===== src/design/uieb_pkg.sv =====
// Shared types and constants for the UDP/IPv4/Ethernet header builder.
// No dependencies.
package uieb_pkg;

	localparam int QUEUE_DEPTH = 4;
	localparam int HDR_BYTES   = 42;
	localparam int POS_W       = 6;

	localparam logic [POS_W-1:0] POS_LAST_IP  = 6'd33;
	localparam logic [POS_W-1:0] POS_LAST_UDP = 6'd41;
	localparam logic [POS_W-1:0] POS_ETHERTYPE_HI = 6'd12;

	localparam logic [15:0] ETHERTYPE_IPV4 = 16'h0800;
	localparam logic [7:0]  IP_VER_IHL     = 8'h45;
	localparam logic [15:0] IP_IDENT       = 16'h0001;
	localparam logic [7:0]  IP_TTL         = 8'h10;
	localparam logic [16:0] IP_HDR_LEN     = 17'd20;
	localparam logic [16:0] UDP_HDR_LEN    = 17'd8;

	typedef enum logic {
		REG_SOURCE_MAC      = 1'b0,
		REG_DESTINATION_MAC = 1'b1
	} uieb_reg_idx_t;

	typedef struct packed {
		logic [15:0] payload_length;
		logic        add_udp;
		logic [15:0] source_port;
		logic [15:0] destination_port;
		logic [31:0] source_ip;
		logic [31:0] destination_ip;
		logic [7:0]  ip_protocol;
	} uieb_request_t;

	typedef struct packed {
		logic [7:0]       header_byte;
		logic [POS_W-1:0] byte_position;
		logic             last_byte;
		logic             oversize;
	} uieb_result_t;

	typedef struct packed {
		logic [47:0] source_mac;
		logic [47:0] destination_mac;
	} uieb_mac_cfg_t;

	typedef struct packed {
		logic        oversize;
		logic        add_udp;
		logic [15:0] total_length;
		logic [15:0] udp_length;
		logic [15:0] checksum;
		logic [15:0] source_port;
		logic [15:0] destination_port;
		logic [31:0] source_ip;
		logic [31:0] destination_ip;
		logic [7:0]  ip_protocol;
	} uieb_desc_t;

endpackage


===== src/design/udp_ipv4_eth_header_builder.sv =====
// UDP/IPv4/Ethernet header builder: a taken request passes the front-end registers, the queue
// and the serializer, then 34 bytes (42 with UDP, 1 if oversize) follow on consecutive cycles, one byte per cycle.
// Sustained throughput is set by the byte serializer;
// the front end and a 4-entry descriptor queue take new requests while it runs.
// Asynchronous active-low reset clears the pipeline, queue and serializer; MACs reset to 0.
// Results cannot be stalled by the receiver. Depends on uieb_pkg, uieb_front/queue/back.
module udp_ipv4_eth_header_builder import uieb_pkg::*; #(
	parameter int QDEPTH = QUEUE_DEPTH
) (
	input  logic          clk,
	input  logic          arst_n,
	input  logic          start,
	output logic          busy,
	input  uieb_request_t request,
	output uieb_result_t  result,
	output logic          result_strobe,
	input  logic          psel,
	input  logic          penable,
	input  logic          pwrite,
	input  logic [3:0]    paddr,
	input  logic [63:0]   pwdata,
	output logic [63:0]   prdata,
	output logic          pready
);

	localparam int CNT_W = $clog2(QDEPTH+1);

	uieb_mac_cfg_t    mac_q;
	logic             take;
	logic [1:0]       pending;
	logic             push;
	uieb_desc_t       wr_desc;
	logic             pop;
	uieb_desc_t       head;
	logic             empty;
	logic [CNT_W-1:0] count;
	logic [CNT_W+1:0] inflight;
	logic             cfg_write;

	assign pready    = 1'b1;
	assign cfg_write = psel && penable && pwrite;

	always_ff @(posedge clk or negedge arst_n) begin
		if (!arst_n) begin
			mac_q <= '0;
		end else if (cfg_write) begin
			case (uieb_reg_idx_t'(paddr[3]))
				REG_SOURCE_MAC:      mac_q.source_mac      <= pwdata[47:0];
				REG_DESTINATION_MAC: mac_q.destination_mac <= pwdata[47:0];
				default: ;
			endcase
		end
	end

	always_comb begin
		case (uieb_reg_idx_t'(paddr[3]))
			REG_SOURCE_MAC:      prdata = {16'h0000, mac_q.source_mac};
			REG_DESTINATION_MAC: prdata = {16'h0000, mac_q.destination_mac};
			default:             prdata = '0;
		endcase
	end

	assign inflight = {2'b00, count} + {{CNT_W{1'b0}}, pending};
	assign busy     = (inflight >= (CNT_W+2)'(QDEPTH));
	assign take     = start && !busy;

	uieb_front u_front (
		.clk     (clk),
		.arst_n  (arst_n),
		.take    (take),
		.request (request),
		.pending (pending),
		.push    (push),
		.desc    (wr_desc)
	);

	uieb_queue #(
		.DEPTH (QDEPTH)
	) u_queue (
		.clk     (clk),
		.arst_n  (arst_n),
		.push    (push),
		.wr_desc (wr_desc),
		.pop     (pop),
		.head    (head),
		.empty   (empty),
		.count   (count)
	);

	uieb_back u_back (
		.clk           (clk),
		.arst_n        (arst_n),
		.mac           (mac_q),
		.head          (head),
		.empty         (empty),
		.pop           (pop),
		.result        (result),
		.result_strobe (result_strobe)
	);

endmodule


===== src/design/uieb_front.sv =====
// Front end: registers a request, computes lengths and the IPv4 header checksum.
// Depends on uieb_pkg.
module uieb_front import uieb_pkg::*; (
	input  logic          clk,
	input  logic          arst_n,
	input  logic          take,
	input  uieb_request_t request,
	output logic [1:0]    pending,
	output logic          push,
	output uieb_desc_t    desc
);

	logic          v_s1;
	uieb_request_t req_s1;
	logic          v_s2;
	uieb_request_t req_s2;
	logic [16:0]   total_s2;
	logic [18:0]   part_s2;

	logic [16:0] total;
	logic [18:0] part;
	logic [18:0] sum;
	logic [16:0] fold1;
	logic [15:0] fold2;

	always_comb begin
		total = {1'b0, req_s1.payload_length} + IP_HDR_LEN
			+ (req_s1.add_udp ? UDP_HDR_LEN : 17'd0);
		part = {3'b0, IP_VER_IHL, 8'h00} + {3'b0, IP_IDENT} + {3'b0, IP_TTL, req_s1.ip_protocol}
			+ {3'b0, req_s1.source_ip[31:16]} + {3'b0, req_s1.source_ip[15:0]}
			+ {3'b0, req_s1.destination_ip[31:16]} + {3'b0, req_s1.destination_ip[15:0]};
	end

	always_ff @(posedge clk or negedge arst_n) begin
		if (!arst_n) begin
			v_s1 <= 1'b0;
			v_s2 <= 1'b0;
		end else begin
			v_s1 <= take;
			v_s2 <= v_s1;
		end
	end

	always_ff @(posedge clk) begin
		if (take) begin
			req_s1 <= request;
		end
		if (v_s1) begin
			req_s2   <= req_s1;
			total_s2 <= total;
			part_s2  <= part;
		end
	end

	always_comb begin
		sum   = part_s2 + {3'b0, total_s2[15:0]};
		fold1 = {1'b0, sum[15:0]} + {14'b0, sum[18:16]};
		fold2 = fold1[15:0] + {15'b0, fold1[16]};
		desc.oversize         = total_s2[16];
		desc.add_udp          = req_s2.add_udp;
		desc.total_length     = total_s2[15:0];
		desc.udp_length       = req_s2.payload_length + 16'd8;
		desc.checksum         = ~fold2;
		desc.source_port      = req_s2.source_port;
		desc.destination_port = req_s2.destination_port;
		desc.source_ip        = req_s2.source_ip;
		desc.destination_ip   = req_s2.destination_ip;
		desc.ip_protocol      = req_s2.ip_protocol;
	end

	assign push    = v_s2;
	assign pending = {1'b0, v_s1} + {1'b0, v_s2};

endmodule


===== src/design/uieb_queue.sv =====
// Descriptor queue between front end and byte serializer.
// Depends on uieb_pkg.
module uieb_queue import uieb_pkg::*; #(
	parameter int DEPTH = QUEUE_DEPTH
) (
	input  logic                       clk,
	input  logic                       arst_n,
	input  logic                       push,
	input  uieb_desc_t                 wr_desc,
	input  logic                       pop,
	output uieb_desc_t                 head,
	output logic                       empty,
	output logic [$clog2(DEPTH+1)-1:0] count
);

	localparam int PTR_W = (DEPTH > 1) ? $clog2(DEPTH) : 1;
	localparam int CNT_W = $clog2(DEPTH+1);
	localparam logic [PTR_W-1:0] PTR_LAST = PTR_W'(DEPTH - 1);

	uieb_desc_t       mem [DEPTH];
	logic [PTR_W-1:0] wr_ptr_q;
	logic [PTR_W-1:0] rd_ptr_q;
	logic [CNT_W-1:0] count_q;

	always_ff @(posedge clk or negedge arst_n) begin
		if (!arst_n) begin
			wr_ptr_q <= '0;
			rd_ptr_q <= '0;
			count_q  <= '0;
		end else begin
			if (push) begin
				wr_ptr_q <= (wr_ptr_q == PTR_LAST) ? '0 : wr_ptr_q + 1'b1;
			end
			if (pop) begin
				rd_ptr_q <= (rd_ptr_q == PTR_LAST) ? '0 : rd_ptr_q + 1'b1;
			end
			if (push && !pop) begin
				count_q <= count_q + 1'b1;
			end else if (pop && !push) begin
				count_q <= count_q - 1'b1;
			end
		end
	end

	always_ff @(posedge clk) begin
		if (push) begin
			mem[wr_ptr_q] <= wr_desc;
		end
	end

	assign head  = mem[rd_ptr_q];
	assign empty = (count_q == '0);
	assign count = count_q;

endmodule


===== src/design/uieb_back.sv =====
// Back end: serializes one header byte per cycle from the queue head.
// Depends on uieb_pkg.
module uieb_back import uieb_pkg::*; (
	input  logic          clk,
	input  logic          arst_n,
	input  uieb_mac_cfg_t mac,
	input  uieb_desc_t    head,
	input  logic          empty,
	output logic          pop,
	output uieb_result_t  result,
	output logic          result_strobe
);

	localparam int HDR_BITS = 8 * HDR_BYTES;

	uieb_desc_t       cur_q;
	logic             active_q;
	logic [POS_W-1:0] pos_q;
	uieb_result_t     result_q;
	logic             result_strobe_q;

	logic [HDR_BITS-1:0] hdr;
	logic [POS_W-1:0]    sel;
	logic [7:0]          hdr_byte;
	logic                last;

	always_comb begin
		hdr = {mac.destination_mac, mac.source_mac, ETHERTYPE_IPV4, IP_VER_IHL, 8'h00,
			cur_q.total_length, IP_IDENT, 16'h0000, IP_TTL, cur_q.ip_protocol,
			cur_q.checksum, cur_q.source_ip, cur_q.destination_ip, cur_q.source_port,
			cur_q.destination_port, cur_q.udp_length, 16'h0000};
		sel      = POS_W'(HDR_BYTES - 1) - pos_q;
		hdr_byte = hdr[{sel, 3'b000} +: 8];
		last     = cur_q.oversize || (pos_q == (cur_q.add_udp ? POS_LAST_UDP : POS_LAST_IP));
		pop      = !empty && (!active_q || last);
	end

	always_ff @(posedge clk or negedge arst_n) begin
		if (!arst_n) begin
			active_q        <= 1'b0;
			pos_q           <= '0;
			result_strobe_q <= 1'b0;
		end else begin
			result_strobe_q <= active_q;
			if (pop) begin
				active_q <= 1'b1;
				pos_q    <= '0;
			end else if (active_q && last) begin
				active_q <= 1'b0;
				pos_q    <= '0;
			end else if (active_q) begin
				pos_q <= pos_q + 1'b1;
			end
		end
	end

	always_ff @(posedge clk) begin
		if (pop) begin
			cur_q <= head;
		end
		if (active_q) begin
			result_q.header_byte   <= cur_q.oversize ? 8'h00 : hdr_byte;
			result_q.byte_position <= cur_q.oversize ? '0 : pos_q;
			result_q.last_byte     <= last;
			result_q.oversize      <= cur_q.oversize;
		end
	end

	assign result        = result_q;
	assign result_strobe = result_strobe_q;

endmodule


===== config.mk =====
export PLATFORM = sky130hd
export DESIGN_NAME = udp_ipv4_eth_header_builder
export DESIGN_NICKNAME = d
export VERILOG_FILES = /design/src/design/uieb_pkg.sv /design/src/design/udp_ipv4_eth_header_builder.sv /design/src/design/uieb_front.sv /design/src/design/uieb_queue.sv /design/src/design/uieb_back.sv
export SDC_FILE = /design/constraint.sdc
export NUM_CORES = 1
export LEC_CHECK = 0
export ABC_AREA = 1
export BUFFER_PORTS_ARGS = -buffer_cell sky130_fd_sc_hd__buf_2
export CORE_UTILIZATION = 40
export DETAILED_ROUTE_END_ITERATION = 16
export HOLD_SLACK_MARGIN = 0.06
export SYNTH_ARGS = -nofsm -noshare
export SYNTH_HDL_FRONTEND = slang
export SYNTH_SLANG_ARGS = --single-unit

===== constraint.sdc =====
create_clock -name clk -period 10.81 [get_ports clk]
set_input_delay 1.6215 -clock clk [delete_from_list [all_inputs] [get_ports clk]]
set_output_delay 1.6215 -clock clk [all_outputs]
set_load 0.01 [all_outputs]

* After elaboration in Yosys (flattened, before gate mapping)
Memory sizes are Yosys's and may differ from the RTL's. A register that Yosys moved wholly into a read port is not among the register bits.
Cells that the tools add are included.
** Operators by class
- $add $sub $neg :: 19
- Shifts and indexed selects :: 1
- Bitwise gates (word level) :: 2
- Equality and inequality tests :: 3
- Reductions and logical operators :: 20
- Magnitude comparators :: 1
- Multiplexer cells :: 14
** Operators by type and width (count)
- $shiftx A336 B10 Y8 :: 1
- $pmux W64 S2 :: 1
- $add A19 B16 Y19 :: 5
- $mux W6 :: 3
- $add A16 B3 Y17 :: 1
- $add A16 B5 Y17 const B :: 1
- $add A17 B17 Y17 :: 1
- $add A15 B13 Y16 const A :: 1
- $add A16 B1 Y16 :: 1
- $add A16 B4 Y16 const B :: 1
- $not A16 Y16 :: 1
- $mux W4 :: 2
- $logic_and A1 B1 Y1 :: 7
- $add A6 B1 Y6 const B :: 1
- $eq A6 B6 Y1 :: 1
- $mux W3 :: 2
- $sub A6 B6 Y6 const A :: 1
- $logic_not A1 Y1 :: 5
- $add A2 B1 Y2 const B :: 2
- $add A3 B2 Y4 :: 1
- $eq A2 B2 Y1 const B :: 2
- $ge A4 B3 Y1 const B :: 1
- $mux W1 :: 4
- $mux W2 :: 2
- other kinds (9) :: 12
** Storage, ports and cells
- Flip-flop bits (word level) :: 407
- RAM bits :: 616
- Memories :: 1
- Word-level logic and storage cells :: 91
- Output and inout port bits :: 83
** Memories
- u_queue.mem :: words 4, width 154, rd ports 1, clocked after memory_dff 1, wr ports 1, RTL line uieb_queue.sv:20 : uieb_desc_t mem [DEPTH];

* Depth between registers and ports, before layout
Gate-level depths: netlist of run 1.
- Depth after elaboration :: 8
- Gate-level depth with buffers :: 38
- Mapped depth without buffers :: 38

* Cells and area by module
Synthesis of run 1 repeated with hierarchy kept, for this count alone.
** Second synthesis, totals
- Cell total of the unflattened synthesis :: 4416
- Area, all modules :: 51121.5 µm²
** By module, submodules not included
- uieb_queue :: cells each 1848, instances 1, area each 24619.9 µm², sequential area each 18672.9 µm²
- uieb_front :: cells each 1017, instances 1, area each 13286.5 µm², sequential area each 8338.0 µm²
- uieb_back :: cells each 951, instances 1, area each 8663.3 µm², sequential area each 5305.1 µm²
- udp_ipv4_eth_header_builder :: cells each 600, instances 1, area each 4551.9 µm², sequential area each 2402.3 µm²

* Worst setup path after synthesis of run 1
No wires, ideal clock.
- Path type :: reg2reg
- Start point :: register u_front.v_s1
- End point :: register u_front.v_s1
- Period minus slack after synthesis :: 10.208 ns
- Path buffers :: 0
- Setup slack :: 0.602 ns
- Arrival :: 9.549 ns
- Data required time :: 10.151 ns
- Library setup time :: 0.659 ns
- Cell stages (with the launch flop) :: 5
- Cell sequence :: dfrtp_1 > ha_1 > a21oi_1 > o21ai_0 > nor2_1
** Between the ends
- Word-level cells in the longest chain between the ends :: 5
** Ends and longest elaborated chain
- start, declared :: RTL line uieb_front.sv:13 : logic v_s1;
- start signal, assigned :: RTL line uieb_front.sv:39 : v_s1 <= take;
- $add A1 B1 Y2 :: RTL line uieb_front.sv:72 : assign pending = {1'b0, v_s1} + {1'b0, v_s2};
- $add A3 B2 Y4 :: RTL line udp_ipv4_eth_header_builder.sv:63 : assign inflight = {2'b00, count} + {{CNT_W{1'b0}}, pending};
- $ge A4 B3 Y1 :: RTL line udp_ipv4_eth_header_builder.sv:64 : assign busy = (inflight >= (CNT_W+2)'(QDEPTH));
- named net busy :: RTL line udp_ipv4_eth_header_builder.sv:13 : output logic busy,
- $logic_not A1 Y1 :: RTL line udp_ipv4_eth_header_builder.sv:65 : assign take = start && !busy;
- $logic_and A1 B1 Y1 :: RTL line udp_ipv4_eth_header_builder.sv:65
- named net take :: RTL line udp_ipv4_eth_header_builder.sv:29 : logic take;
The timed path passes the listed nets, and every way through them passes these cells.
A chain may end at the register's enable or synchronous reset.

==> results of run 1 <==
[synthesized netlist by cell type, types with 2 or more instances]
cell type     n
o211ai_1      9
nand2_1     438
a21oi_1      66
dfrtp_1     113
clkbuf_1    150
a31oi_1       8
buf_1        10
o22ai_1     162
o221ai_1      6
nor3_1       14
clkinv_1      5
conb_1        2
a21o_1        3
nor2_4        3
nand4_1       9
xor2_1       46
xnor2_1      15
nor2_2        7
fa_1         45
or2_2         2
nor3b_1       2
inv_2         8
o21a_1        3
o21ai_1       3
inv_1       249
ha_1         60
a22o_1        2
edfxtp_1   1052
nand3b_1      4
nor2_1      437
a211oi_1      8
buf_2         9
buf_4        17
nand3_1      53
o311ai_0      4
o21bai_1      4
and3_1        2
o21ai_0     554
a21boi_0      3
a22oi_1      27
nand2_2       9
nand3_2       7
o2111ai_1     8
[logic make-up after synthesis]
logic type                 synth area share, %
xor gates and xnor gates                  1.17
and+or+nand+nor                           8.46
other                                   0.0159
AOI/OAI and AO/OA                         10.2
DFF                                       72.9
muxes                                   0.0212
buffers and inverters                     3.72
adders and majority gates                 3.50
[final timing paths]
kind	end	slack [ns]
min in group asynchronous	mac_q[34]	1.04
max in group asynchronous	u_queue.rd_ptr_q[0]	8.53
min reg2reg	u_front.desc[100]	0.41
min	u_front.desc[100]	0.41
max	u_queue.mem[2][119]	4.67
max reg2reg	u_queue.mem[2][119]	4.67
[where the power goes]
group / switching (uW) / internal (uW)
combinational: 4270 / 1750
clock: 1710 / 2260
sequential: 641 / 6750
total: 6620 / 10800
[metrics by stage]
| step | instances | power (uW) |
|---|---|---|
| after floorplan | 3664 | 11300 |
| after global placement | 5280 | 13400 |
| after detailed placement | 5280 | 13500 |
| after CTS | 5496 | 17500 |
| after global routing | 5498 | 18400 |
| final | 5498 | 17400 |
[critical path, delay by kind of cell, from the launching register on]
family	cells	cell delay, ns
and+or+nand+nor	27	3.21
adders and majority gates	3	1.05
AOI/OAI and AO/OA	3	0.73
buffers and inverters	2	0.14
xor gates and xnor gates	1	0.19
DFF	1	0.55
[registers in the layout (all words and copies together) (netlist names)]
name / cells
u_back.pos_q: 6
u_back.active_q: 1
u_queue.wr_ptr_q: 2
u_queue.rd_ptr_q: 2
u_front.v_s1: 1
u_front.req_s2: 14
u_front.push: 1
u_front.part_s2: 19
u_front.req_s1: 121
u_back.result: 16
u_queue.count: 3
u_queue.mem: 608
u_back.cur_q: 152
u_front.total_s2: 17
u_front.desc: 105
mac_q: 96
u_back.result_strobe: 1
[final cells by class]
cell class / instances / area share, %
inverter: 262 / 1.90
tap: 1524 / 3.55
timing repair buffer: 278 / 2.77
clock buffer: 137 / 5.62
multi-input combinational: 2051 / 20.7
clock inverter: 79 / 1.42
antenna: 2 / 0.00931
sequential: 1165 / 64.1
[routing by layer]
metal,up-vias,part of all wire (%)
met5,-,0.043
met3,187,6.5
met4,8,3.1
met2,1016,48
li1,13500,-
met1,14300,43
==> flow_summary.ini, run 1 <==
[run_status]
outcome = finished clean

[logic_synthesis]
async_flop_share_pct = 9.70
synth-main-ff-cell = edfxtp_1
yosys_register_bits = 1165
yosys-top-cells-area = edfxtp_1, dfrtp_1, o21ai_0, nand2_1, nor2_1
synth_top_area_share_pct = 66.9
yosysWarnings = 0
synth_top_cell_by_area = edfxtp_1
synth_area_sq_mm = 0.0472
synth_area_per_cell_sq_um = 12.9
yosysSeqAreaShare_pct = 72.9
synth_edf_count = 1052
syn_inst = 3649
yosys.cell_types.count = 54

[worst_setup_path]
slowest_delay_ns = 0.55
worstSetupEndpointType = register
arrival_ns = 6.59
crit_top_cell = nor2_1
crit_slowest_cell = edfxtp_1
rr_startpoint = u_front.total_s2[7]
cp_max_fo = 5
setup.worst_path.start = u_front.total_s2[7]
crit_required_ns = 11.25
worstSetupPathType = reg2reg
crit_path_start_kind = register
r2r_cells = 36

[clock_tree]
numCtsBuffers = 115
clk_pin_slew_ns = 0.06
cts_setup_buffers = 0
cts_max_level = 3
clk-insertion-delay-late_ns = 0.72
cts_tree = done
cts-resized-gates = 0
cts_root_buf = clkbuf_16
hold_buffers = 0
cts_buffer_depth = 3
cts.sinks = 1165

[global_route]
grt_use_met3_pct = 3.34
grt-ovfl-total = 0
track_usage_pct = 19.7
grt_busiest_layer = met2
gr-usage-met2_pct = 32.4
grt_pass1_vias = 27600
grt_max_degree = 129
met1_usage_pct = 26.5
antenna_found_initial = 15
grt_pass1_wl_um = 176000

[timing]
hold_viol_final = 0
slew_headroom_pct = 25.7
min_period_ns = 6.14
fin_tns_setup_ns = 0
fmax_mhz = 163
whs_ns = 0.408
rsz0062_at_grt = no
max_slew.worst_pin.slew_ns = 1.11
finalMaxSlewViolations = 0
finalSetupViolations = 0
period_share_pct = 56.8
fin_skew_ns = 0.0302
setup_ws_ns = 4.67

[min_path]
hp-class = reg2reg
min_from = u_front.req_s1[100]
hold_path_depth = 0

[placed_design]
dp_hpwl_um = 76100
io_buffers = 241
gp_congestion = 0.857
pre_cts_slack_ns = 4.60
postPlaceCellArea_sq_mm = 0.0500

[final_layout]
layout.nets = 4173
final_cell_mix = edfxtp_1, o21ai_0, nand2_1
drive_gt1_share_pct = 12.7
regArea_sq_mm = 0.0344
multi_input_area_sq_mm = 0.0111
n_fill_cell = 10300
final_area_sq_mm = 0.0537
final_common_cell = edfxtp_1
area_growth_syn_to_layout_pct = 13.8
utilization_pct = 46.1

[power_and_ir_drop]
power_density_mw_per_mm2 = 324
p_leak_uw = 0.0197
vdd_drop_max_mv = 0.158

[floorplanning]
rows = 125
fp.coreArea_sq_mm = 0.117
pin_count = 278
start_util_pct = 40.5
fp.dieArea_sq_mm = 0.119
die_w_um = 346
die_y_um = 346

[job]
maxCapViolCount = 0

[route]
vias_per_cell = 5.26
drt-total-wl_um = 119000
ant_nets = 0
drtPass1Iterations = 6
wl_per_cell_um = 21.6
drc = 0
vias = 28900
drt-initial-drc-count = 2552
No activity file was read; power rests on OpenSTA's default activity.
==> run 2: changes to the inputs <==
--- a/config.mk
+++ b/config.mk
@@ -5,7 +5,7 @@
 export SDC_FILE = /design/constraint.sdc
 export NUM_CORES = 1
 export LEC_CHECK = 0
-export ABC_AREA = 1
+export ABC_AREA = 0
 export BUFFER_PORTS_ARGS = -buffer_cell sky130_fd_sc_hd__buf_2
 export CORE_UTILIZATION = 40
 export DETAILED_ROUTE_END_ITERATION = 16
==> constraint.sdc (replaced) <==
create_clock -name clk -period 6.2 [get_ports clk]
set_input_delay 0.93 -clock clk [delete_from_list [all_inputs] [get_ports clk]]
set_output_delay 0.93 -clock clk [all_outputs]
set_load 0.01 [all_outputs]
==> flow_summary.ini, run 2 <==
[timing]
finalMaxSlewViolations = 0
period_share_pct = 93.0
finalSetupViolations = 0
slew_headroom_pct = 13.3
fin_skew_ns = 0.0277
hold_viol_final = 0
setup_ws_ns = 0.434
fmax_mhz = 173
rsz0062_at_grt = no
min_period_ns = 5.77
fin_tns_setup_ns = 0
max_slew.worst_pin.slew_ns = 1.30

[logic_synthesis]
yosys-top-cells-area = edfxtp_1, mux4_2, dfrtp_1, mux2_2, fa_1
synth.most_common_cell = edfxtp_1
yosysSeqAreaShare_pct = 73.3
synth_area_per_cell_sq_um = 19.3
synth_top_area_share_pct = 67.3
yosysWarnings = 0
yosys_register_bits = 1165
syn_inst = 2435
yosys.cell_types.count = 95
netlist_top_cells_count = edfxtp_1, mux4_2, mux2_2, dfrtp_1, inv_1
synth_edf_count = 1052
synth-main-ff-cell = edfxtp_1
synth_area_sq_mm = 0.0470
async_flop_share_pct = 9.70
synth_top_cell_by_area = edfxtp_1

[route]
vias_per_cell = 5.32
vias = 23300
drtPass1Iterations = 5
drc = 0
drt-total-wl_um = 109000
drt-initial-drc-count = 1827
wl_per_cell_um = 25.0
ant_nets = 0

[final_layout]
final_common_cell = edfxtp_1
n_fill_cell = 9784
largest_register_ffs = 608
multi_input_area_sq_mm = 0.0119
layout.nets = 3050
area_growth_syn_to_layout_pct = 15.4
utilization_pct = 46.6
drive_gt1_share_pct = 29.8
top_regs = u_queue.mem (608), u_back.cur_q (152), u_front.req_s1 (121)
final_area_sq_mm = 0.0542
top_register = u_queue.mem
final_cell_mix = edfxtp_1, buf_2, mux4_2
regArea_sq_mm = 0.0344

[placed_design]
pre_cts_slack_ns = 0.0342
gp_congestion = 0.851
postPlaceCellArea_sq_mm = 0.0500
io_buffers = 241
dp_hpwl_um = 69500

[worst_setup_path]
crit_slowest_cell = edfxtp_1
crit_required_ns = 6.63
worstSetupPathType = reg2reg
cp_max_fo = 5
crit_buf_inv = 2
worstSetupEndpointType = register
path_delay_family = compound AO/OA/AOI/OAI gates
r2r_slack_ns = 0.43
crit_path_start_kind = register
arrival_ns = 6.20
slowest_delay_ns = 0.50

[clock_tree]
cts.sinks = 1165
cts_tree = done
hold_buffers = 0
cts_buffer_depth = 3
cts_max_level = 4
clk_pin_slew_ns = 0.06
cts_root_buf = clkbuf_16
clk-insertion-delay-late_ns = 0.74
numCtsBuffers = 130

[floorplanning]
fp.dieArea_sq_mm = 0.119
start_util_pct = 40.4
die_y_um = 345
pin_count = 278
rows = 125
fp.coreArea_sq_mm = 0.116
die_w_um = 345

[min_path]
hp-class = in2async

[power_and_ir_drop]
p_leak_uw = 0.0188
vdd_drop_max_mv = 0.386
power_uw = 31000
power_density_mw_per_mm2 = 573

[global_route]
track_usage_pct = 18.6
grt_max_degree = 155
grt_pass1_vias = 24400
grt-ovfl-total = 0
antenna_found_initial = 6
grt_pass1_wl_um = 160000

[job]
maxCapViolCount = 0

[run_status]
outcome = finished clean
## run 2: changes by cell type after synthesis, sizes merged, moves of 101 or more
cell,change
mux2,+152
o22ai,-151
o21ai,-495
mux4,+179
nand2,-400
clkbuf,-101
nor2,-372
inv,-168
## run 2: cell type report
type	count	area share, %
antenna	1	0.00462
inverter	89	0.617
sequential	1165	63.6
timing repair buffer	276	2.97
tap	1524	3.52
clock inverter	65	1.12
clock buffer	165	6.34
multi-input combinational	1088	21.9
## run 2: cells by family (layout without fill, tap and decap cells)
family / Yosys count / after routing / share of synthesized area [%]
other: 2 / 18 / 0.0160
buffers and inverters: 197 / 595 / 1.84
adders and majority gates: 105 / 105 / 3.52
and+or+nand+nor: 268 / 268 / 2.98
AOI/OAI and AO/OA: 235 / 235 / 3.52
DFF: 1165 / 1165 / 73.3
muxes: 378 / 378 / 13.2
xor gates and xnor gates: 85 / 85 / 1.62
## run 2: through the flow
stage | std cells | hold slack [ns]
final | 4373 | 0.281
after global routing | 4372 | 0.308
after CTS | 4368 | 0.268
after global placement | 4138 | 0.409
after detailed placement | 4138 | 0.405
after floorplan | 2450 | 0.400
## run 2: repair_timing
action	in CTS	in global routing
resized for setup	2	15
endpoints found under the setup margin	4	40
buffers inserted	0	4
gates cloned	0	0
pin swaps	0	7
## run 2: final timing paths
kind,startpoint,end,cells after the start
worst max-delay path,u_front.total_s2[3],u_queue.mem[0][119],26
worst min-delay path,arst_n,mac_q[34],1
worst max register to register,u_front.total_s2[3],u_queue.mem[0][119],26
worst min register to register,u_front.req_s1[76],u_front.desc[76],0
max in group asynchronous,arst_n,mac_q[77],2
min in group clk,request[14],u_front.req_s1[14],1
## run 2: report_power, final
part	internal, uW	leakage [uW]	switching [uW]	total (uW)
clock	4240	0.00196	3060	7300
sequential	11800	0.0111	1240	13100
combinational	4130	0.00570	6540	10700
## run 2: per-layer routing
| metal | track usage (%) | share of wire, % |
|---|---|---|
| met3 | 3.18 | 4.9 |
| met5 | 0 | 0.012 |
| met2 | 30.5 | 49 |
| met4 | 5.67 | 2.4 |
| met1 | 25.3 | 43 |
==> run 3: changes to the inputs <==
--- a/config.mk
+++ b/config.mk
@@ -10,6 +10,7 @@
 export CORE_UTILIZATION = 40
 export DETAILED_ROUTE_END_ITERATION = 16
 export HOLD_SLACK_MARGIN = 0.06
+export PLACE_DENSITY_LB_ADDON = 0.25
 export SYNTH_ARGS = -nofsm -noshare
 export SYNTH_HDL_FRONTEND = slang
 export SYNTH_SLANG_ARGS = --single-unit
==> flow_summary.ini, run 3 (synthesized netlist as in run 2, its figures left out) <==
[route]
wl_per_cell_um = 24.7
drt-total-wl_um = 108000
ant_nets = 0
drc = 0
vias = 23200
vias_per_cell = 5.30
drt-initial-drc-count = 1731
drtPass1Iterations = 5

[power_and_ir_drop]
clockPowerShare_pct = 23.5
p_leak_uw = 0.0188
power_switching_share_pct = 34.8
p_int_uw = 20200
p_switching_uw = 10800
power_density_mw_per_mm2 = 571
power_frac_seq_pct = 42.1
combPwrFrac_pct = 34.4
vdd_drop_max_mv = 0.605

[timing]
finalMaxSlewViolations = 0
period_share_pct = 94.5
setup_ws_ns = 0.342
hold_viol_final = 0
fin_tns_setup_ns = 0
slew_headroom_pct = 13.9
max_slew.worst_pin.slew_ns = 1.29
rsz0062_at_grt = no
finalSetupViolations = 0
min_period_ns = 5.86
fmax_mhz = 171
fin_skew_ns = 0.0352

[final_layout]
utilization_pct = 46.6
final_cells = 4379
regArea_sq_mm = 0.0344
area_growth_syn_to_layout_pct = 15.4
final_common_cell = edfxtp_1
n_fill_cell = 9753
drive_gt1_share_pct = 30.0
layout.nets = 3050
top_register = u_queue.mem
multi_input_area_sq_mm = 0.0118
top_regs = u_queue.mem (608), u_back.cur_q (152), u_front.req_s1 (121)
final_cell_mix = edfxtp_1, buf_2, mux4_2
largest_register_ffs = 608
final_area_sq_mm = 0.0542

[placed_design]
dp_cells = 4147
gp_congestion = 0.841
io_buffers = 241
postPlaceCellArea_sq_mm = 0.0501
dp_hpwl_um = 69600
pre_cts_slack_ns = 0.112

[clock_tree]
hold_buffers = 0
cts_max_level = 3
clk_pin_slew_ns = 0.06
cts_root_buf = clkbuf_16
numCtsBuffers = 120
cts_buffer_depth = 3
clk-insertion-delay-late_ns = 0.73
cts_tree = done
cts.sinks = 1165

[worst_setup_path]
crit_path_start_kind = register
worstSetupPathType = reg2reg
r2r_slack_ns = 0.34
worstSetupEndpointType = register
rr_startpoint = u_front.total_s2[3]
crit_required_ns = 6.64
r2r_cells = 27
arrival_ns = 6.30
cp_max_fo = 5
r2r-end = u_queue.mem[2][119]

[global_route]
grt_max_degree = 155
track_usage_pct = 18.2
grt_pass1_wl_um = 158000
grt_pass1_vias = 24200
grt-ovfl-total = 0
antenna_found_initial = 3

[run_status]
outcome = finished clean

[floorplanning]
fp.dieArea_sq_mm = 0.119
fp.coreArea_sq_mm = 0.116
start_util_pct = 40.4
die_w_um = 345
rows = 125
die_y_um = 345
pin_count = 278

[job]
maxCapViolCount = 0

[min_path]
hp-class = in2async
## run 3: changes by cell type in the layout (fill, tap and decap cells not counted), moves of 4 or more
| cell | previous run | this run |
|---|---|---|
| clkbuf_1 | 32 | 27 |
| clkbuf_8 | 1 | 9 |
| buf_12 | 11 | 7 |
| clkbuf_16 | 132 | 124 |
| ha_1 | 55 | 59 |
| buf_4 | 25 | 39 |
| clkinv_2 | 18 | 22 |
| clkinv_8 | 6 | 1 |
| bufinv_16 | 7 | 11 |
## run 3: worst max path at each step
| stage | to | cells after the start | start |
|---|---|---|---|
| finish | u_queue.mem[2][119] | 27 | u_front.total_s2[3] |
| global route | u_queue.mem[2][114] | 27 | u_front.total_s2[3] |
| CTS | u_queue.mem[0][119] | 27 | u_front.total_s2[3] |
| detailed placement | u_queue.mem[0][119] | 29 | u_front.total_s2[0] |
| global placement | u_queue.mem[0][119] | 29 | u_front.total_s2[0] |
| floorplan | u_queue.mem[0][119] | 27 | u_front.total_s2[3] |
## run 3: timing repair
action,4_1_cts,5_1_grt
setup endpoints to repair,0,40
setup buffers,0,5
gates resized for setup,0,8
## run 3: metal layers
metal	GRT usage, %	vias up	part of all wire [%]
met1	25.0	12100	44
met4	6.82	0	3.6
li1	-	10300	-
met2	29.2	659	48
met5	0	-	0
met3	3.13	191	5.0
## run 3: layout make-up
| cell class | instances | area share (%) |
|---|---|---|
| clock inverters | 66 | 1.32 |
| flip-flops and latches | 1165 | 63.6 |
| diodes | 1 | 0.00462 |
| well taps | 1524 | 3.52 |
| clock buffers | 160 | 6.14 |
| inverters | 89 | 0.617 |
| multi-input cells | 1088 | 21.8 |
| repair buffers | 286 | 3.02 |
## run 3: metrics by stage
stage                     power [uW]  hold slack, ns
after global routing           32600           0.243
after detailed placement       24000           0.405
after CTS                      31300           0.205
after floorplan                19900           0.400
final                          30900           0.236
after global placement         23700           0.407
## run 3: critical path: stages (launching register included)
cell	delay, ns
edfxtp_1	0.48
ha_1	0.27
or2_2	0.36
o211a_4	0.26
o211ai_1	0.23
nand2_1	0.10
a21oi_1	0.15
o21ai_0	0.11
buf_4	0.15
a21o_1	0.17
a21o_1	0.19
xor2_1	0.14
ha_1	0.19
inv_1	0.06
fa_1	0.40
inv_1	0.07
a21oi_1	0.09
nor3_2	0.24
nand4_1	0.22
nor3_4	0.24
ha_1	0.18
nand2b_1	0.07
nor2_1	0.14
or2b_2	0.36
a211oi_4	0.22
o2111ai_2	0.18
a21oi_2	0.20
xor2_2	0.11
## run 3: power groups by stage
stage                     sequential [uW]  combinational [uW]  clock [uW]
after global placement              13100               10600           0
after CTS                           13100               10800        7440
after global routing                13200               11600        7730
after floorplan                     12700                7220           0
final                               13000               10700        7270
after detailed placement            13200               10800           0
